<file path="src/design/prsu_pkg.sv">
package prsu_pkg;

    typedef enum logic [0:0] {
        CMD_LOAD = 1'b0,
        CMD_TICK = 1'b1
    } cmd_t;

    typedef enum logic [2:0] {
        CFG_PIVOT_X     = 3'd0,
        CFG_PIVOT_Y     = 3'd1,
        CFG_PIVOT_Z     = 3'd2,
        CFG_LOOP_ENABLE = 3'd3,
        CFG_ACTIVE      = 3'd4
    } cfg_idx_t;

    typedef enum logic [3:0] {
        ST_IDLE,
        ST_READ,
        ST_DIFF,
        ST_SQ,
        ST_SQRT,
        ST_MV,
        ST_DIV,
        ST_MUL,
        ST_APPLY,
        ST_AGE,
        ST_EMIT
    } state_t;

    typedef enum logic [1:0] {
        OP_SQRT,
        OP_DIV
    } op_t;

    typedef struct packed {
        logic        start;
        op_t         op;
        logic [63:0] num;
        logic [63:0] den;
    } unit_req_t;

    typedef struct packed {
        logic        done;
        logic [63:0] res;
    } unit_rsp_t;

    localparam logic [34:0] MOVE_MAX = 35'h3_FFFF_FFFF;

endpackage

</file>
<file path="src/design/prsu_unit.sv">
module prsu_unit (
    input  logic                clk,
    input  logic                rst_n,
    input  prsu_pkg::unit_req_t req,
    output prsu_pkg::unit_rsp_t rsp
);
    import prsu_pkg::*;

    logic        busy_reg, busy_next;
    op_t         op_reg, op_next;
    logic [6:0]  cnt_reg, cnt_next;
    logic [63:0] rem_reg, rem_next;
    logic [63:0] quo_reg, quo_next;
    logic [63:0] den_reg, den_next;
    logic [63:0] num_reg, num_next;
    logic        done_reg, done_next;
    logic [64:0] trial;
    logic [63:0] rem_sh;

    always_comb
    begin
        busy_next = busy_reg;
        op_next   = op_reg;
        cnt_next  = cnt_reg;
        rem_next  = rem_reg;
        quo_next  = quo_reg;
        den_next  = den_reg;
        num_next  = num_reg;
        done_next = 1'b0;
        rem_sh    = '0;
        trial     = '0;
        if (req.start)
        begin
            busy_next = 1'b1;
            op_next   = req.op;
            rem_next  = '0;
            quo_next  = '0;
            num_next  = req.num;
            den_next  = req.den;
            cnt_next  = (req.op == OP_SQRT) ? 7'd32 : 7'd64;
        end
        else if (busy_reg)
        begin
            unique case (op_reg)
                OP_SQRT:
                begin
                    rem_sh = {rem_reg[61:0], num_reg[63:62]};
                    trial  = {1'b0, rem_sh} - {1'b0, quo_reg[61:0], 2'b01};
                    num_next = {num_reg[61:0], 2'b00};
                    if (!trial[64])
                    begin
                        rem_next = trial[63:0];
                        quo_next = {quo_reg[62:0], 1'b1};
                    end
                    else
                    begin
                        rem_next = rem_sh;
                        quo_next = {quo_reg[62:0], 1'b0};
                    end
                end
                default:
                begin
                    rem_sh = {rem_reg[62:0], num_reg[63]};
                    trial  = {rem_reg[63], rem_sh} - {1'b0, den_reg};
                    num_next = {num_reg[62:0], 1'b0};
                    if (!trial[64])
                    begin
                        rem_next = trial[63:0];
                        quo_next = {quo_reg[62:0], 1'b1};
                    end
                    else
                    begin
                        rem_next = rem_sh;
                        quo_next = {quo_reg[62:0], 1'b0};
                    end
                end
            endcase
            cnt_next = cnt_reg - 7'd1;
            if (cnt_reg == 7'd1)
            begin
                busy_next = 1'b0;
                done_next = 1'b1;
            end
        end
    end

    always_ff @(posedge clk or negedge rst_n)
    begin
        if (!rst_n)
        begin
            busy_reg <= 1'b0;
            done_reg <= 1'b0;
            cnt_reg  <= '0;
            op_reg   <= OP_SQRT;
        end
        else
        begin
            busy_reg <= busy_next;
            done_reg <= done_next;
            cnt_reg  <= cnt_next;
            op_reg   <= op_next;
        end
    end

    always_ff @(posedge clk)
    begin
        rem_reg <= rem_next;
        quo_reg <= quo_next;
        den_reg <= den_next;
        num_reg <= num_next;
    end

    assign rsp.done = done_reg;
    assign rsp.res  = quo_reg;
endmodule

</file>
<file path="config.mk">
export PLATFORM = sky130hd
export DESIGN_NAME = prsu_unit
export DESIGN_NICKNAME = d
export VERILOG_FILES = /design/src/design/prsu_pkg.sv /design/src/design/prsu_unit.sv
export SDC_FILE = /design/constraint.sdc
export NUM_CORES = 1
export LEC_CHECK = 0
export BUFFER_PORTS_ARGS = -buffer_cell sky130_fd_sc_hd__buf_2
export CORE_MARGIN = 2
export CORE_UTILIZATION = 61
export DETAILED_ROUTE_END_ITERATION = 8
export HOLD_SLACK_MARGIN = 0.05
export PLACE_DENSITY = 0.86
export SYNTH_ARGS = -nofsm -noshare
export SYNTH_HDL_FRONTEND = slang
export SYNTH_SLANG_ARGS = --single-unit
</file>
<file path="constraint.sdc">
create_clock -name clk -period 5.6 [get_ports clk]
set_input_delay 1.12 -clock clk [delete_from_list [all_inputs] [get_ports clk]]
set_output_delay 1.12 -clock clk [all_outputs]
set_load 0.02 [all_outputs]
</file>
==> results.json <==
{
  "p_int_mw": 6.166,
  "regToRegEndpoint": "rem_reg[21]",
  "async_flop_share_pct": 4.120,
  "synth_top_area_cell": "edfxtp_1",
  "numCtsBuffers": 30,
  "pwr-share-clk_pct": 17.5,
  "power.static_leakage_nw": 9.566,
  "ys_seq_elements": 267,
  "post_route_cells_drive_above_1_share_pct": 11.96,
  "sequentialPowerShare_pct": 24.2,
  "floorplan.io_pins": 198,
  "finalWorstSetupSlack_ns": 1.407,
  "p_sw_mw": 5.351,
  "final_period_minus_worst_setup_slack_ns": 4.193,
  "hold_class": "in2async",
  "crit_fanout": 109,
  "die_y_um": 183.2,
  "vias": 18100,
  "worstSetupStartpointType": "flop",
  "ctsResizeCount": 0,
  "layout_worst_path_cycle_share_pct": 74.87,
  "synth_enable_flop_cells": 128,
  "synth.avg_cell_area_um2": 8.403,
  "vias_per_cell": 6.326,
  "syn-instance-count": 2331,
  "fillerInstances": 2568,
  "power.combinational.fraction_pct": 58.3,
  "slew-limit-headroom_pct": 32.15,
  "ys_seq_area_share_pct": 34.11,
  "max_stage_delay_ns": 0.58,
  "hold_viol_final": 0,
  "layoutNonFillerInstCount": 2861,
  "finalHoldWorstSlack_ns": 0.4110,
  "drv.max_cap_violation_count": 0,
  "placedCellCount": 2805,
  "synthesis.area_um2": 19590,
  "reg2reg_setup_slack_ns": 1.41,
  "run_status": "complete, no violations",
  "reg_to_reg_critical_path_startpoint": "num_reg[63]",
  "critPathArrivalTime_ns": 4.64,
  "groute.usage.overall_pct": 31.34,
  "grt_antenna_before_repair": 1,
  "critical_path_source": "num_reg[63]",
  "numPortBuffers": 197,
  "cts_tree": "yes",
  "first_iter_violations": 1874,
  "finClkSkew_ns": 0.009887,
  "core_area_um2": 31560,
  "wl_per_cell_um": 18.87,
  "setup-violations-final": 0,
  "number_of_sinks_handled_by_clock_tree_synthesis": 267,
  "syn_nets": 2594,
  "yosysMostFrequentCell": "nand2_1",
  "place_ws_ns": 1.490,
  "fmax_ghz": 0.2385,
  "setup_total_negative_slack_ns": 0,
  "critical_path_sink_type": "flop",
  "ws_path_type": "reg2reg",
  "clkLatencyLatePin_ns": 0.57,
  "post_synth_most_frequent_cells": "nand2_1 (256), nor2_1 (192), o21ai_0 (191)",
  "grt_first_pass_wirelength_mm": 85.72,
  "area_growth_syn_to_layout_pct": 10.72,
  "critical_path.cell_chain": "inv_1 -> ha_1 -> fa_1 -> nand2b_1 -> a21oi_1 -> o211ai_1 -> a31o_1 -> a2111oi_2 -> o2111ai_1 -> nand4_4 -> buf_12 -> nor2_1 -> a211o_1 -> a32o_1",
  "worst-r2r-cell-count": 14,
  "drt-total-wl_mm": 53.99,
  "cts.hold.buffers_added": 0,
  "synth_warnings": 0,
  "design.final.nets": 2698,
  "antenna_cells_inserted": 0,
  "p_per_area_nw_per_um2": 531.1,
  "floorplan.die_area_um2": 33560,
  "max_slew.worst_pin.slew_ns": 1.017,
  "grt-ovfl-total": 0,
  "detailedPlacementHpwl_mm": 40.46,
  "root_buffer": "clkbuf_16",
  "timing.critical_path.slowest_stage_cell": "a2111oi_2",
  "rsz0062_at_grt": "false",
  "die_x_um": 183.2,
  "synth_top_cell_area_share_pct": 19.62,
  "core.rowCount": 65,
  "cts_htree_levels": 1,
  "max-clock-path-buffers": 3,
  "via_count_of_the_first_global_routing_pass": 16470,
  "final_weighted_congestion_of_routability_driven_global_placement": 1.024,
  "netlist_top_cells_area": "edfxtp_1 (20%), dfxtp_1 (13%), ha_1 (8.2%)",
  "grt_max_degree": 191,
  "worst_ep_required_time_ns": 6.05,
  "clk_transition_reported_paths_ns": 0.06,
  "yosys.cell_types.count": 79,
  "dr.pass1.iters": 6,
  "cts_setup_buffers": 0,
  "p_sw_share_pct": 46.46,
  "initial_utilization_pct": 62.07,
  "count_of_nets_left_with_antenna_violations_after_detail_routing": 0,
  "detail_route.drc_violations": 0,
  "synth_top_flop_cell": "edfxtp_1",
  "fin_total_pwr_mw": 11.52,
  "peakVddDrop_mv": 0.4856,
  "slew_viol_final": 0
}
-- per-layer routing --
metal / up-vias / track usage, % / wire (um)
met4: 2 / 6.912 / 1118
li1: 8703 / - / -
met5: - / 0 / 13
met2: 985 / 45.09 / 21630
met1: 8307 / 47.03 / 24220
met3: 102 / 8.122 / 7011
-- through the flow --
| stage | utilization (%) | cell area, um2 |
|---|---|---|
| finish | 68.73 | 21690 |
| CTS | 68.73 | 21690 |
| global placement | 65.50 | 20670 |
| floorplan | - | 19590 |
| global route | 68.73 | 21690 |
| detailed placement | 65.50 | 20670 |
-- placed cells by master (no fill, tap or decap), types with 12 or more instances in the layout --
cell,synthesis,layout
nand2b_1,12,12
mux2i_1,133,133
clkbuf_16,0,31
xnor2_1,70,70
xor2_1,51,51
a21o_1,53,53
and2_1,12,12
and3_1,18,18
dfxtp_1,128,128
inv_1,167,166
nor3_1,17,17
a211oi_1,33,33
a31oi_1,21,20
nand4_1,38,38
a21oi_1,185,185
nand3_1,34,34
a32o_1,30,30
o21a_1,15,15
o21ai_0,191,191
nor2_1,192,189
nor2b_1,13,13
edfxtp_1,128,128
ha_1,129,129
buf_2,24,196
o21bai_1,26,26
nand2_1,256,256
o211ai_1,67,67
-- power groups by stage --
stage	Clock, mW	Sequential [mW]	Combinational, mW
after global routing	2.11	2.81	7.34
final	2.01	2.79	6.71
after detailed placement	0	2.80	6.45
after floorplan	0	2.60	5.14
after CTS	2.03	2.76	6.51
after global placement	0	2.78	6.36
-- kinds of logic after synthesis --
kind of cell	Yosys count	share of synthesized area [%]
buf+inv	304	6.215
compound gates	740	24.48
fa+ha+maj	130	8.342
xor+xnor	121	5.410
simple gates	632	14.41
mux	137	7.027
flops	267	34.11
-- worst max-delay path, delay by kind of cell, from the launching register on --
kind                     cells  cell delay [ns]
flip-flops                   1             0.38
AO/OA/AOI/OAI                7             2.02
adder cells (fa/ha/maj)      2             0.61
AND/OR/NAND/NOR              3             0.55
buffers and inverters        2             0.45
-- final cells by class --
type / count / area (um2) / share of cell area, %
Tap cell: 402 / 503.0 / 2.319
Clock inverter: 13 / 128.9 / 0.5942
Inverter: 168 / 630.6 / 2.908
Clock buffer: 43 / 890.9 / 4.108
Multi-Input combinational cell: 1760 / 11720 / 54.05
Sequential cell: 267 / 6685 / 30.83
Timing Repair Buffer: 208 / 1127 / 5.198
-- how the worst max path moves through the flow --
stage,endpoint,slack (ns),cells after the start
floorplan,num_reg[0],2.16,4
global placement,rem_reg[21],1.60,14
detailed placement,rem_reg[21],1.49,14
CTS,rem_reg[21],1.45,14
global route,rem_reg[62],1.14,13
finish,rem_reg[21],1.41,14
(Power assumes the default switching activity.)
